===== src/hw/rtl/ritoa_pkg.sv =====
// ----------------------------------------------------------------------------
// ritoa_pkg
// Shared types, constants and helpers for the radix integer-to-ASCII block.
// ----------------------------------------------------------------------------
package ritoa_pkg;

  localparam int unsigned MAX_DIGITS_DEF = 64;
  localparam int unsigned VALUE_BITS_DEF = 64;

  localparam int unsigned IN_W     = 64;  // input value field
  localparam int unsigned CHAR_W   = 7;   // char_code field
  localparam int unsigned CNT_W    = 7;   // digit_count / position counters
  localparam int unsigned RADIX_W  = 6;
  localparam int unsigned MINW_W   = 7;
  localparam int unsigned CFG_W    = 7;   // widest register
  localparam int unsigned OUT_W    = 16;  // char_code + digit_count, byte padded

  localparam logic [RADIX_W-1:0] RADIX_MIN   = 6'd2;
  localparam logic [RADIX_W-1:0] RADIX_MAX   = 6'd36;
  localparam logic [RADIX_W-1:0] RADIX_RST   = 6'd16;
  localparam logic [MINW_W-1:0]  MIN_W_RST   = 7'd16;

  localparam logic [CHAR_W-1:0]  CHAR_ZERO   = 7'h30;  // '0'
  localparam logic [CHAR_W-1:0]  CHAR_A      = 7'h41;  // 'A'
  localparam logic [RADIX_W-1:0] DEC_DIGITS  = 6'd10;

  // register indexes
  localparam logic REG_RADIX     = 1'b0;
  localparam logic REG_MIN_WIDTH = 1'b1;

  // controller -> datapath
  typedef struct packed {
    logic load;      // take new value, clear digit count
    logic div_step;  // one restoring division bit
    logic store;     // write digit, reset divider
    logic prep;      // work out first output position
    logic rd;        // read digit at current position
    logic next;      // step to next position
  } ritoa_cmd_t;

  // datapath -> controller
  typedef struct packed {
    logic bits_done;  // last division bit this cycle
    logic quot_zero;  // running quotient is zero
    logic pos_zero;   // current position is the final character
  } ritoa_stat_t;

  function automatic logic [CHAR_W-1:0] digit_char(input logic [RADIX_W-1:0] d);
    logic [CHAR_W-1:0] c;
    if (d < DEC_DIGITS) begin
      c = CHAR_ZERO + CHAR_W'(d);
    end else begin
      c = CHAR_A + CHAR_W'(d - DEC_DIGITS);
    end
    return c;
  endfunction

endpackage


===== src/hw/rtl/radix_integer_to_ascii_top.sv =====
// ----------------------------------------------------------------------------
// radix_integer_to_ascii_top
// Converts an unsigned value to ASCII digits in a configurable base (2..36),
// most significant first, left-padded with '0' to a minimum width.
// ----------------------------------------------------------------------------
//  channel   dir  word contents (low bit first)
//  s_axis    in   tdata[63:0] value
//  m_axis    out  tdata[6:0] char_code, [13:7] digit_count, [15:14] zero;
//                 tlast = final character of the string
//  cfg       in   cfg_we_i, cfg_idx_i (0 radix, 1 min_width), cfg_data_i[6:0]
//
//  One value at a time. Each digit comes from the bit-serial divider (one
//  quotient bit a cycle) and is then stored; after the last digit a setup
//  step picks the first output position, then each character is a digit
//  store read followed by the word on m_axis, which an m_axis stall can hold.
//  Reset: radix 16, min_width 16; the digit store needs no clearing pass,
//  every entry whose digit is used for a value is written earlier for that value.
//  s_axis_tready is high only while idle; m_axis words hold while stalled.
// ----------------------------------------------------------------------------
module radix_integer_to_ascii_top
  import ritoa_pkg::*;
#(
  parameter int unsigned MAX_DIGITS = MAX_DIGITS_DEF,  // 16..64
  parameter int unsigned VALUE_BITS = VALUE_BITS_DEF   // 8..64
) (
  input  logic              clk_i,
  input  logic              rst_ni,
  // config write port
  input  logic              cfg_we_i,
  input  logic              cfg_idx_i,
  input  logic [CFG_W-1:0]  cfg_data_i,
  // input stream
  input  logic              s_axis_tvalid,
  output logic              s_axis_tready,
  input  logic [IN_W-1:0]   s_axis_tdata,   // [63:0] value
  // output stream
  output logic              m_axis_tvalid,
  input  logic              m_axis_tready,
  output logic [OUT_W-1:0]  m_axis_tdata,   // [6:0] char_code, [13:7] digit_count
  output logic              m_axis_tlast
);

  ritoa_cmd_t        cmd;
  ritoa_stat_t       stat;
  logic [CHAR_W-1:0] char_code;
  logic [CNT_W-1:0]  digit_count;

  ritoa_ctrl u_ctrl (
    .clk_i      (clk_i),
    .rst_ni     (rst_ni),
    .in_valid_i (s_axis_tvalid),
    .in_ready_o (s_axis_tready),
    .out_valid_o(m_axis_tvalid),
    .out_ready_i(m_axis_tready),
    .stat_i     (stat),
    .cmd_o      (cmd)
  );

  ritoa_dp #(
    .MAX_DIGITS(MAX_DIGITS),
    .VALUE_BITS(VALUE_BITS)
  ) u_dp (
    .clk_i        (clk_i),
    .rst_ni       (rst_ni),
    .cfg_we_i     (cfg_we_i),
    .cfg_idx_i    (cfg_idx_i),
    .cfg_data_i   (cfg_data_i),
    .value_i      (s_axis_tdata),
    .cmd_i        (cmd),
    .stat_o       (stat),
    .char_code_o  (char_code),
    .digit_count_o(digit_count)
  );

  // pad bits above the two fields
  assign m_axis_tdata = {(OUT_W - CHAR_W - CNT_W)'(0), digit_count, char_code};
  // position zero is the final character
  assign m_axis_tlast = stat.pos_zero;

endmodule


===== src/hw/rtl/ritoa_ram.sv =====
// ----------------------------------------------------------------------------
// ritoa_ram
// Simple dual-port RAM, one write and one registered read port.
// ----------------------------------------------------------------------------
module ritoa_ram #(
  parameter int unsigned WIDTH = 6,
  parameter int unsigned DEPTH = 64
) (
  input  logic                     clk_i,
  input  logic                     we_i,
  input  logic [$clog2(DEPTH)-1:0] waddr_i,
  input  logic [WIDTH-1:0]         wdata_i,
  input  logic                     re_i,
  input  logic [$clog2(DEPTH)-1:0] raddr_i,
  output logic [WIDTH-1:0]         rdata_o
);

  logic [WIDTH-1:0] mem_q [DEPTH];
  logic [WIDTH-1:0] rdata_q;

  always_ff @(posedge clk_i) begin
    if (we_i) begin
      mem_q[waddr_i] <= wdata_i;
    end
    if (re_i) begin
      rdata_q <= mem_q[raddr_i];
    end
  end

  assign rdata_o = rdata_q;

endmodule


===== src/hw/rtl/ritoa_dp.sv =====
// ----------------------------------------------------------------------------
// ritoa_dp
// Datapath: config registers, bit-serial divider, digit store, output select.
// ----------------------------------------------------------------------------
module ritoa_dp
  import ritoa_pkg::*;
#(
  parameter int unsigned MAX_DIGITS = MAX_DIGITS_DEF,
  parameter int unsigned VALUE_BITS = VALUE_BITS_DEF
) (
  input  logic              clk_i,
  input  logic              rst_ni,
  input  logic              cfg_we_i,
  input  logic              cfg_idx_i,
  input  logic [CFG_W-1:0]  cfg_data_i,
  input  logic [IN_W-1:0]   value_i,
  input  ritoa_cmd_t        cmd_i,
  output ritoa_stat_t       stat_o,
  output logic [CHAR_W-1:0] char_code_o,
  output logic [CNT_W-1:0]  digit_count_o
);

  localparam int unsigned IDX_W = $clog2(MAX_DIGITS);
  localparam int unsigned BIT_W = $clog2(VALUE_BITS);
  localparam logic [CNT_W-1:0] MAX_CNT  = CNT_W'(MAX_DIGITS);
  localparam logic [BIT_W-1:0] LAST_BIT = BIT_W'(VALUE_BITS - 1);

  logic [RADIX_W-1:0]    radix_q;
  logic [MINW_W-1:0]     min_width_q;
  logic [VALUE_BITS-1:0] quot_q, quot_d;
  logic [RADIX_W-1:0]    rem_q, rem_d;
  logic [BIT_W-1:0]      bit_q;
  logic [CNT_W-1:0]      n_q;
  logic [CNT_W-1:0]      pos_q;
  logic [RADIX_W:0]      trial;
  logic                  ge;
  logic [RADIX_W-1:0]    cfg_radix;
  logic [CNT_W-1:0]      width_eff;
  logic [CNT_W-1:0]      total;
  logic [RADIX_W-1:0]    rd_digit;

  // clamp radix writes to 2..36
  always_comb begin
    cfg_radix = cfg_data_i[RADIX_W-1:0];
    if (cfg_radix < RADIX_MIN) cfg_radix = RADIX_MIN;
    if (cfg_radix > RADIX_MAX) cfg_radix = RADIX_MAX;
  end

  always_ff @(posedge clk_i or negedge rst_ni) begin
    if (!rst_ni) begin
      radix_q     <= RADIX_RST;
      min_width_q <= MIN_W_RST;
    end else if (cfg_we_i) begin
      unique case (cfg_idx_i)
        REG_RADIX:     radix_q     <= cfg_radix;
        REG_MIN_WIDTH: min_width_q <= cfg_data_i[MINW_W-1:0];
        default: ;
      endcase
    end
  end

  // restoring division, one quotient bit a cycle
  always_comb begin
    trial  = {rem_q, quot_q[VALUE_BITS-1]};
    ge     = trial >= {1'b0, radix_q};
    rem_d  = ge ? RADIX_W'(trial - {1'b0, radix_q}) : trial[RADIX_W-1:0];
    quot_d = {quot_q[VALUE_BITS-2:0], ge};
  end

  always_comb begin
    width_eff = (min_width_q > MAX_CNT) ? MAX_CNT : min_width_q;
    total     = (n_q > width_eff) ? n_q : width_eff;
  end

  always_ff @(posedge clk_i or negedge rst_ni) begin
    if (!rst_ni) begin
      quot_q <= '0;
      rem_q  <= '0;
      bit_q  <= '0;
      n_q    <= '0;
      pos_q  <= '0;
    end else begin
      if (cmd_i.load) begin
        quot_q <= value_i[VALUE_BITS-1:0];
        rem_q  <= '0;
        bit_q  <= '0;
        n_q    <= '0;
      end else if (cmd_i.div_step) begin
        quot_q <= quot_d;
        rem_q  <= rem_d;
        bit_q  <= bit_q + 1'b1;
      end else if (cmd_i.store) begin
        rem_q <= '0;
        bit_q <= '0;
        if (n_q < MAX_CNT) n_q <= n_q + 1'b1;  // excess high digits dropped
      end
      if (cmd_i.prep) begin
        pos_q <= total - 1'b1;
      end else if (cmd_i.next) begin
        pos_q <= pos_q - 1'b1;
      end
    end
  end

  ritoa_ram #(
    .WIDTH(RADIX_W),
    .DEPTH(MAX_DIGITS)
  ) u_digits (
    .clk_i  (clk_i),
    .we_i   (cmd_i.store && (n_q < MAX_CNT)),
    .waddr_i(n_q[IDX_W-1:0]),
    .wdata_i(rem_q),
    .re_i   (cmd_i.rd),
    .raddr_i(pos_q[IDX_W-1:0]),
    .rdata_o(rd_digit)
  );

  assign stat_o.bits_done = (bit_q == LAST_BIT);
  assign stat_o.quot_zero = (quot_q == '0);
  assign stat_o.pos_zero  = (pos_q == '0);

  // positions at or above the digit count are leading padding
  assign char_code_o   = (pos_q >= n_q) ? CHAR_ZERO : digit_char(rd_digit);
  assign digit_count_o = n_q;

endmodule


===== src/hw/rtl/ritoa_ctrl.sv =====
// ----------------------------------------------------------------------------
// ritoa_ctrl
// Sequencer: accept, divide per digit, then emit one word per character.
// ----------------------------------------------------------------------------
module ritoa_ctrl
  import ritoa_pkg::*;
(
  input  logic        clk_i,
  input  logic        rst_ni,
  input  logic        in_valid_i,
  output logic        in_ready_o,
  output logic        out_valid_o,
  input  logic        out_ready_i,
  input  ritoa_stat_t stat_i,
  output ritoa_cmd_t  cmd_o
);

  typedef enum logic [5:0] {
    ST_IDLE  = 6'b000001,
    ST_DIV   = 6'b000010,
    ST_STORE = 6'b000100,
    ST_PREP  = 6'b001000,
    ST_RD    = 6'b010000,
    ST_SEND  = 6'b100000
  } ritoa_state_e;

  ritoa_state_e state_q, state_d;

  always_comb begin
    state_d     = state_q;
    cmd_o       = '0;
    in_ready_o  = 1'b0;
    out_valid_o = 1'b0;
    unique case (state_q)
      ST_IDLE: begin
        in_ready_o = 1'b1;
        if (in_valid_i) begin
          cmd_o.load = 1'b1;
          state_d    = ST_DIV;
        end
      end
      ST_DIV: begin
        cmd_o.div_step = 1'b1;
        if (stat_i.bits_done) state_d = ST_STORE;
      end
      ST_STORE: begin
        cmd_o.store = 1'b1;
        state_d     = stat_i.quot_zero ? ST_PREP : ST_DIV;
      end
      ST_PREP: begin
        cmd_o.prep = 1'b1;
        state_d    = ST_RD;
      end
      ST_RD: begin
        cmd_o.rd = 1'b1;
        state_d  = ST_SEND;
      end
      ST_SEND: begin
        out_valid_o = 1'b1;
        if (out_ready_i) begin
          if (stat_i.pos_zero) begin
            state_d = ST_IDLE;
          end else begin
            cmd_o.next = 1'b1;
            state_d    = ST_RD;
          end
        end
      end
      default: state_d = ST_IDLE;
    endcase
  end

  always_ff @(posedge clk_i or negedge rst_ni) begin
    if (!rst_ni) begin
      state_q <= ST_IDLE;
    end else begin
      state_q <= state_d;
    end
  end

endmodule


===== config.mk =====
export PLATFORM = sky130hd
export DESIGN_NAME = radix_integer_to_ascii_top
export DESIGN_NICKNAME = d
export VERILOG_FILES = /design/src/hw/rtl/ritoa_pkg.sv /design/src/hw/rtl/radix_integer_to_ascii_top.sv /design/src/hw/rtl/ritoa_ram.sv /design/src/hw/rtl/ritoa_dp.sv /design/src/hw/rtl/ritoa_ctrl.sv
export SDC_FILE = /design/constraint.sdc
export NUM_CORES = 1
export LEC_CHECK = 0
export BUFFER_PORTS_ARGS = -buffer_cell sky130_fd_sc_hd__buf_4
export CAP_MARGIN = 10
export CORE_ASPECT_RATIO = 1.2
export CORE_MARGIN = 1
export CORE_UTILIZATION = 56
export CTS_CLUSTER_DIAMETER = 120
export CTS_CLUSTER_SIZE = 16
export DETAILED_ROUTE_END_ITERATION = 7
export HOLD_SLACK_MARGIN = 0.06
export PLACE_DENSITY_LB_ADDON = 0.08
export SYNTH_ARGS = -nofsm -noshare
export SYNTH_HDL_FRONTEND = slang
export SYNTH_HIERARCHICAL = 1
export SYNTH_SLANG_ARGS = --single-unit

===== constraint.sdc =====
create_clock -name clk_i -period 3.9 [get_ports clk_i]
set_input_delay 0.39 -clock clk_i [delete_from_list [all_inputs] [get_ports clk_i]]
set_output_delay 0.39 -clock clk_i [all_outputs]
set_load 0.03 [all_outputs]

==> summary.md, run 1 <==
| Metric | Value |
|---|---|
| Num rows | roughly 80 |
| Die Width | approximately 180 µm |
| Setup CP Type | register to primary output |
| Worst VDD drop | about 0.00052 V |
| Final Util | 0.646 |
| Critical Path End Type | primary output |
| Status | complete, no violations |
| FF+latch count, synth | 499 |
| # Post-CTS Setup Buffers | 0 |
| Non-Filler Instances | 2034 |
| Endpoints failing setup | 0 |
| Clk_lat worst skew | around 0.54 ns |
| DP Cell Count | around 1.9k |
| Multi-input gate area | ~6600 µm² |
| Share of the synthesized area in the top cell type | 0.543 |
| RSZ-0062 raised after global routing | yes |
| Residual DRC | 0 |
| FF/Latch Area | roughly 14000 µm² |
| Share of cells above drive strength 1 | 0.197 |
| Syn Area/Cell | roughly 16 µm² |
| Chip Height | between 200 and 250 µm |
| Hold Vio Cnt, Final | 0 |
| Root Driver | clkbuf_16 |
| CTS tree | done |
| Yosys top cell by area | edfxtp_1 |
| Synth unique cells | 81 |
| Asr flop ratio synth | 0.218 |
| Final RePlAce weighted congestion | around 0.80 |
| Die area | 39300 µm² |
| Switching part of the total power | 0.272 |
| Largest net degree at the start of global routing | roughly 130 |
| GR Overflow Total | 0 |
| Final Cycle Share | 0.951 |
| Port bufs | 93 |
| Final Max Slew Viols | 0 |
| H-Tree Depth | 2 |
| Leakage | between 8 and 9 nW |
| Register share of total power | 0.544 |
| Skew final | approximately 0.017 ns |
| Combinational share of power | 0.173 |
| CTS buffer count | 37 |
| Nets | 1636 |
| Seq/Total Area, Yosys | 0.669 |
| Worst slew margin | 0.358 |
| Ys flop type | edfxtp_1 |
| Tot GR Track Use | 0.256 |
| Clock-pin slew on the worst setup and hold paths | roughly 0.070 ns |
| Clock power frac | 0.283 |
| Global-route wire length before repair | roughly 75000 µm |
| Post-synth EDFFs | 390 |
| Starting DRT DRC Count | 1106 |
| Via count | around 13k |
| Cells after Synth | about 1.4k |
| Post-layout minimum cycle time | 3.71 ns |
| Antenna violations before repair | 0 |
| Core Area | 37900 µm² |
| Worst EP arrival | 3.32 ns |
| ANT nets after route | 0 |
| Total routed wirelength | slightly below 50000 µm |
| CP Data Required Time | 3.51 ns |
| Synth top area cells | edfxtp_1 54%, dfrtp_1 12%, mux4_2 9.1% |
| Hold Slack | 0.0768 ns |
| Synth Warn # | 6 |
| Vias in the first global route | between 10k and 15k |
| DR WL/cell | ~24 µm |
| Setup crit start kind | register |
| Worst hold-check path type | input port to register |
| HPWL Detailed | slightly above 30000 µm |
| I/O pins | 96 |
| P_sw | 0.00344 W |
| 1st-pass router iterations | 5 |
| Initial Util | 0.570 |
| Tightest Pin Transition | slightly below 1 ns |
| Clock Sinks | about 500 |
| Clock tree buffer depth | 3 |
| Area grow syn2layout | 13.3% |
| ANT cells | 0 |
| Post-Syn Area | approximately 22000 µm² |
| Fmax | approximately 270 MHz |
| Internal power | 0.00924 W |
| CP max FO | 20 |
| DR vias/cell | about 6.2 |
| Pwr/cell area | 519 nW/µm² |
| Filler Cell Count | about 2.7k |
| Max Cap Viol | 0 |
placed cells by master (no fill, tap or decap), types with 4 or more instances in the layout:
master | Yosys | final
nor3_1 | 13 | 12
nor4_1 | 18 | 18
o221ai_1 | 9 | 9
a21oi_1 | 21 | 21
o21ai_1 | 11 | 11
a21o_1 | 10 | 10
or3_1 | 4 | 4
o22a_1 | 6 | 6
inv_1 | 34 | 34
a211oi_1 | 7 | 7
nor2_1 | 92 | 90
o22ai_1 | 12 | 12
xor2_1 | 6 | 6
mux4_1 | 6 | 6
ha_1 | 25 | 25
nor2b_1 | 14 | 14
clkbuf_16 | 0 | 39
dfrtp_4 | 0 | 4
xnor2_1 | 16 | 16
mux2i_1 | 88 | 88
buf_4 | 4 | 125
edfxtp_1 | 390 | 390
nand3_1 | 23 | 23
clkbuf_1 | 34 | 19
dfrtp_2 | 0 | 5
dfrtp_1 | 106 | 97
a22o_1 | 4 | 4
nand4_1 | 10 | 10
o21ai_0 | 82 | 82
mux4_2 | 87 | 87
dlygate4sd3_1 | 0 | 56
nand2_1 | 110 | 110
nand2b_1 | 14 | 14
nand3b_1 | 5 | 5
mux2_2 | 16 | 16
area by class of cell:
cell class | instances | share of cell area
repair buffers | 184 | 0.0638
clock buffers | 58 | 0.0428
inverters | 35 | 0.00537
clock inverters | 2 | 0.00102
well taps | 480 | 0.0246
multi-input cells | 776 | 0.271
flip-flops and latches | 499 | 0.592
critical path: stages (launching register included):
cell,delay [ns]
dfrtp_4,0.67
inv_1,0.08
ha_1,0.28
nand2b_1,0.14
a21o_1,0.18
a21o_1,0.17
a21o_1,0.17
a21o_1,0.17
a21o_1,0.17
a21o_1,0.32
a211oi_1,0.24
buf_4,0.20
flip-flops by register name, indices dropped and copies added, names as in the netlist:
register,flops
u_ctrl/state_q,6
u_dp/bit_q,6
u_dp/digit_count_o,7
u_dp/min_width_q,7
u_dp/pos_q,7
u_dp/quot_q,64
u_dp/radix_q,6
u_dp/rem_q,6
u_dp/u_digits/mem_q,384
u_dp/u_digits/rdata_o,6
stage by stage:
| stage | worst slack, ns | total power (W) | TNS, ns | instance area (µm²) |
|---|---|---|---|---|
| after floorplan | 0.613 | 0.00838 | 0 | 21600 |
| after global placement | 0.461 | 0.00916 | 0 | 22800 |
| after detailed placement | 0.294 | 0.00920 | 0 | 22800 |
| after CTS | 0.145 | 0.0128 | 0 | 24400 |
| after global routing | -0.0180 | 0.0132 | -0.204 | 24400 |
| final | 0.191 | 0.0127 | 0 | 24400 |
path summary, 6_finish.rpt:
check | from | endpoint | slack (ns) | depth (start not counted)
max | u_dp/pos_q[0] | m_axis_tdata[1] | 0.19 | 11
min | s_axis_tdata[3] | u_dp/quot_q[3] | 0.08 | 3
max reg2reg | u_ctrl/state_q[1] | u_dp/u_digits/mem_q[38][1] | 0.24 | 6
min reg2reg | u_dp/radix_q[3] | u_dp/radix_q[3] | 0.49 | 2
max in group asynchronous | rst_ni | u_dp/pos_q[0] | 2.53 | 3
min in group asynchronous | rst_ni | u_dp/bit_q[1] | 0.52 | 2
cell families (layout without fill, tap and decap cells):
kind of cell | after synthesis | in the layout | synth area share
AOI/OAI and AO/OA | 194 | 194 | 0.0585
xor gates and xnor gates | 22 | 22 | 0.00893
adders and majority gates | 27 | 27 | 0.0159
buffers and inverters | 104 | 279 | 0.0242
DFF | 499 | 499 | 0.669
muxes | 197 | 197 | 0.147
other | 1 | 2 | 0.000174
and+or+nand+nor | 334 | 334 | 0.0756
cells in the mapped netlist, types with 4 or more instances:
cell type  instances
edfxtp_1         390
nand2_1          110
dfrtp_1          106
nor2_1            92
mux2i_1           88
mux4_2            87
o21ai_0           82
clkbuf_1          34
inv_1             34
ha_1              25
nand3_1           23
a21oi_1           21
nor4_1            18
buf_2             17
mux2_2            16
xnor2_1           16
nand2b_1          14
nor2b_1           14
nor3_1            13
o22ai_1           12
o21ai_1           11
a21o_1            10
nand4_1           10
o221ai_1           9
a211oi_1           7
buf_6              7
mux4_1             6
o22a_1             6
xor2_1             6
nand3b_1           5
a22o_1             4
buf_1              4
buf_4              4
or3_1              4
per-layer routing:
metal	vias to the layer above	GRT usage	routed length [µm]
li1	5642	-	-
met2	443	0.428	24300
met4	0	0.0825	1340
met3	77	0.0331	2940
met5	-	0	0
met1	6384	0.352	20200
timing repair:
item | CTS | global route
hold endpoints to repair | 127 | 0
hold buffers | 56 | 0
resized for setup | 0 | 2
setup endpoints to repair | 0 | 18
power groups by stage:
stage | logic (W) | clock network (W) | registers, W
3_5_place_dp | 0.00219 | 0 | 0.00701
5_1_grt | 0.00244 | 0.00384 | 0.00695
6_report | 0.00220 | 0.00358 | 0.00690
2_1_floorplan | 0.00128 | 0 | 0.00711
4_1_cts | 0.00224 | 0.00367 | 0.00690
3_3_place_gp | 0.00216 | 0 | 0.00700
Power figures use the tool's default switching activity.
==> run 2, diff against run 1 <==
--- a/config.mk
+++ b/config.mk
@@ -10,6 +10,7 @@
 export CORE_ASPECT_RATIO = 1.2
 export CORE_MARGIN = 1
 export CORE_UTILIZATION = 56
+export CTS_BUF_LIST = sky130_fd_sc_hd__clkbuf_16
 export CTS_CLUSTER_DIAMETER = 120
 export CTS_CLUSTER_SIZE = 16
 export DETAILED_ROUTE_END_ITERATION = 7
==> summary.md, run 2 (synthesized netlist as in run 1, its figures left out) <==
| Metric | Value |
|---|---|
| Root Driver | clkbuf_16 |
| Final Cell Area | 24400 µm² |
| Max Cap Viol | 0 |
| Starting DRT DRC Count | between 1k and 1.5k |
| Filler Cell Count | approximately 2.7k |
| Final Max Slew Viols | 0 |
| Tot GR Track Use | 0.256 |
| Die area | between 30000 and 40000 µm² |
| Largest register FFs | 384 |
| Pwr/cell area | between 500 and 600 nW/µm² |
| Clock-pin slew on the worst setup and hold paths | about 0.07 ns |
| Vias in the first global route | about 13k |
| Residual DRC | 0 |
| Switching part of the total power | 0.273 |
| Most frequent cells in the layout | 390 x edfxtp_1, 125 x buf_4, 110 x nand2_1 |
| Share of cells above drive strength 1 | 0.197 |
| DR vias/cell | roughly 6.2 |
| Port bufs | 93 |
| CP Data Required Time | 3.51 ns |
| I/O pins | 96 |
| Largest net degree at the start of global routing | around 130 |
| Met1 usage | 0.352 |
| Final RePlAce weighted congestion | roughly 0.8 |
| Total power | 0.0126 W |
| Largest register by flop count | u_dp/u_digits/mem_q |
| RSZ-0062 raised after global routing | yes |
| Num rows | 78 |
| Setup crit start kind | register |
| Tightest Pin Transition | approximately 0.96 ns |
| Hold Vio Cnt, Final | 0 |
| Area grow syn2layout | 13.3% |
| H-Tree Depth | 2 |
| Met3 usage | 0.0331 |
| Nets | about 1.6k |
| ANT nets after route | 0 |
| GRT Max-Usage Layer | met2 |
| Worst slew margin | 0.357 |
| 1st-pass router iterations | 5 |
| Antenna violations before repair | 0 |
| Setup CP Type | register to primary output |
| CTS tree | done |
| Met2 usage | 0.428 |
| Total routed wirelength | between 40000 and 50000 µm |
| Clk_lat worst skew | ~0.54 ns |
| Internal power | roughly 0.009 W |
| Chip Height | ~220 µm |
| Critical Path End Type | primary output |
| Worst EP arrival | 3.32 ns |
| Via count | roughly 13k |
| Placed cell area | 22800 µm² |
| DR WL/cell | about 24 µm |
| P_sw | approximately 0.0034 W |
| # Post-CTS Setup Buffers | 0 |
| Core Area | about 38000 µm² |
| Status | complete, no violations |
| Clock power frac | 0.280 |
| Worst hold-check path type | input port to register |
| Initial Util | 0.570 |
| HPWL Detailed | roughly 31000 µm |
| Register share of total power | 0.546 |
| Final Cycle Share | 0.952 |
| Die Width | around 180 µm |
| Top Registers | u_dp/u_digits/mem_q: 384 flops, u_dp/quot_q: 64 flops |
| CP max FO | 20 |
| Leakage | ~8.6 nW |
| Skew final | ~0.018 ns |
| Combinational share of power | 0.174 |
| Clock tree buffer depth | 3 |
| Global-route wire length before repair | around 75000 µm |
| CTS buffer count | 37 |
| GR Overflow Total | 0 |
| Worst VDD drop | roughly 0.00052 V |
| ANT cells | 0 |
| Clock Sinks | about 500 |
| Fmax | roughly 270 MHz |
| Post-layout minimum cycle time | approximately 3.7 ns |
| Endpoints failing setup | 0 |
| Most common cell after layout, fill and taps aside | edfxtp_1 |
## run 2: changes by cell type in the layout (fill, tap and decap cells not counted)
cell | before | now
clkbuf_1 | 19 | 0
inv_1 | 34 | 53
## run 2: worst paths after layout
path | from | end | slack, ns | depth (start not counted)
worst max-delay path | u_dp/pos_q[0] | m_axis_tdata[1] | 0.19 | 11
worst min-delay path | s_axis_tdata[3] | u_dp/quot_q[3] | 0.08 | 3
worst max register to register | u_ctrl/state_q[1] | u_dp/u_digits/mem_q[32][4] | 0.19 | 6
worst min register to register | u_dp/radix_q[3] | u_dp/radix_q[3] | 0.49 | 2
max in group asynchronous | rst_ni | u_dp/pos_q[0] | 2.53 | 3
min in group asynchronous | rst_ni | u_dp/bit_q[1] | 0.52 | 2
## run 2: layout make-up
class / count / area (µm²) / share of cell area
clock inverter: 21 / 96.3 / 0.00394
clock buffer: 39 / 976 / 0.0399
timing repair buffer: 184 / 1560 / 0.0638
sequential: 499 / 14500 / 0.592
multi-input combinational: 776 / 6620 / 0.271
tap: 480 / 601 / 0.0246
inverter: 35 / 131 / 0.00537
## run 2: timing repair
action                                  4_1_cts  5_1_grt
hold buffers                                 56        0
resized for setup                             0        2
hold endpoints to repair                    127        0
endpoints found under the setup margin        0       18
## run 2: worst max-delay path: stages (launching register included)
cell and delay [ns]:
dfrtp_4 0.67, inv_1 0.08, ha_1 0.28, nand2b_1 0.14, a21o_1 0.18, a21o_1 0.17
a21o_1 0.17, a21o_1 0.17, a21o_1 0.17, a21o_1 0.32, a211oi_1 0.24, buf_4 0.20
## run 2: metal layers
metal,vias up,part of all wire
met2,446,0.50
li1,5640,-
met4,0,0.028
met5,-,0
met3,79,0.058
met1,6424,0.42
## run 2: power groups by stage
stage / clock network [W] / logic (W) / registers (W)
after floorplan: 0 / 0.00128 / 0.00711
after global placement: 0 / 0.00216 / 0.00700
after detailed placement: 0 / 0.00219 / 0.00701
after CTS: 0.00362 / 0.00224 / 0.00690
after global routing: 0.00379 / 0.00244 / 0.00695
final: 0.00354 / 0.00220 / 0.00690
## run 2: through the flow
stage	cells	hold slack, ns	TNS [ns]	util	setup WS, ns
after floorplan	1379	0.0944	0	-	0.613
after global placement	1918	0.475	0	0.602	0.461
after detailed placement	1918	0.482	0	0.602	0.294
after CTS	2034	0.0602	0	0.646	0.145
after global routing	2034	0.0693	-0.203	0.646	-0.0179
final	2034	0.0764	0	0.646	0.188
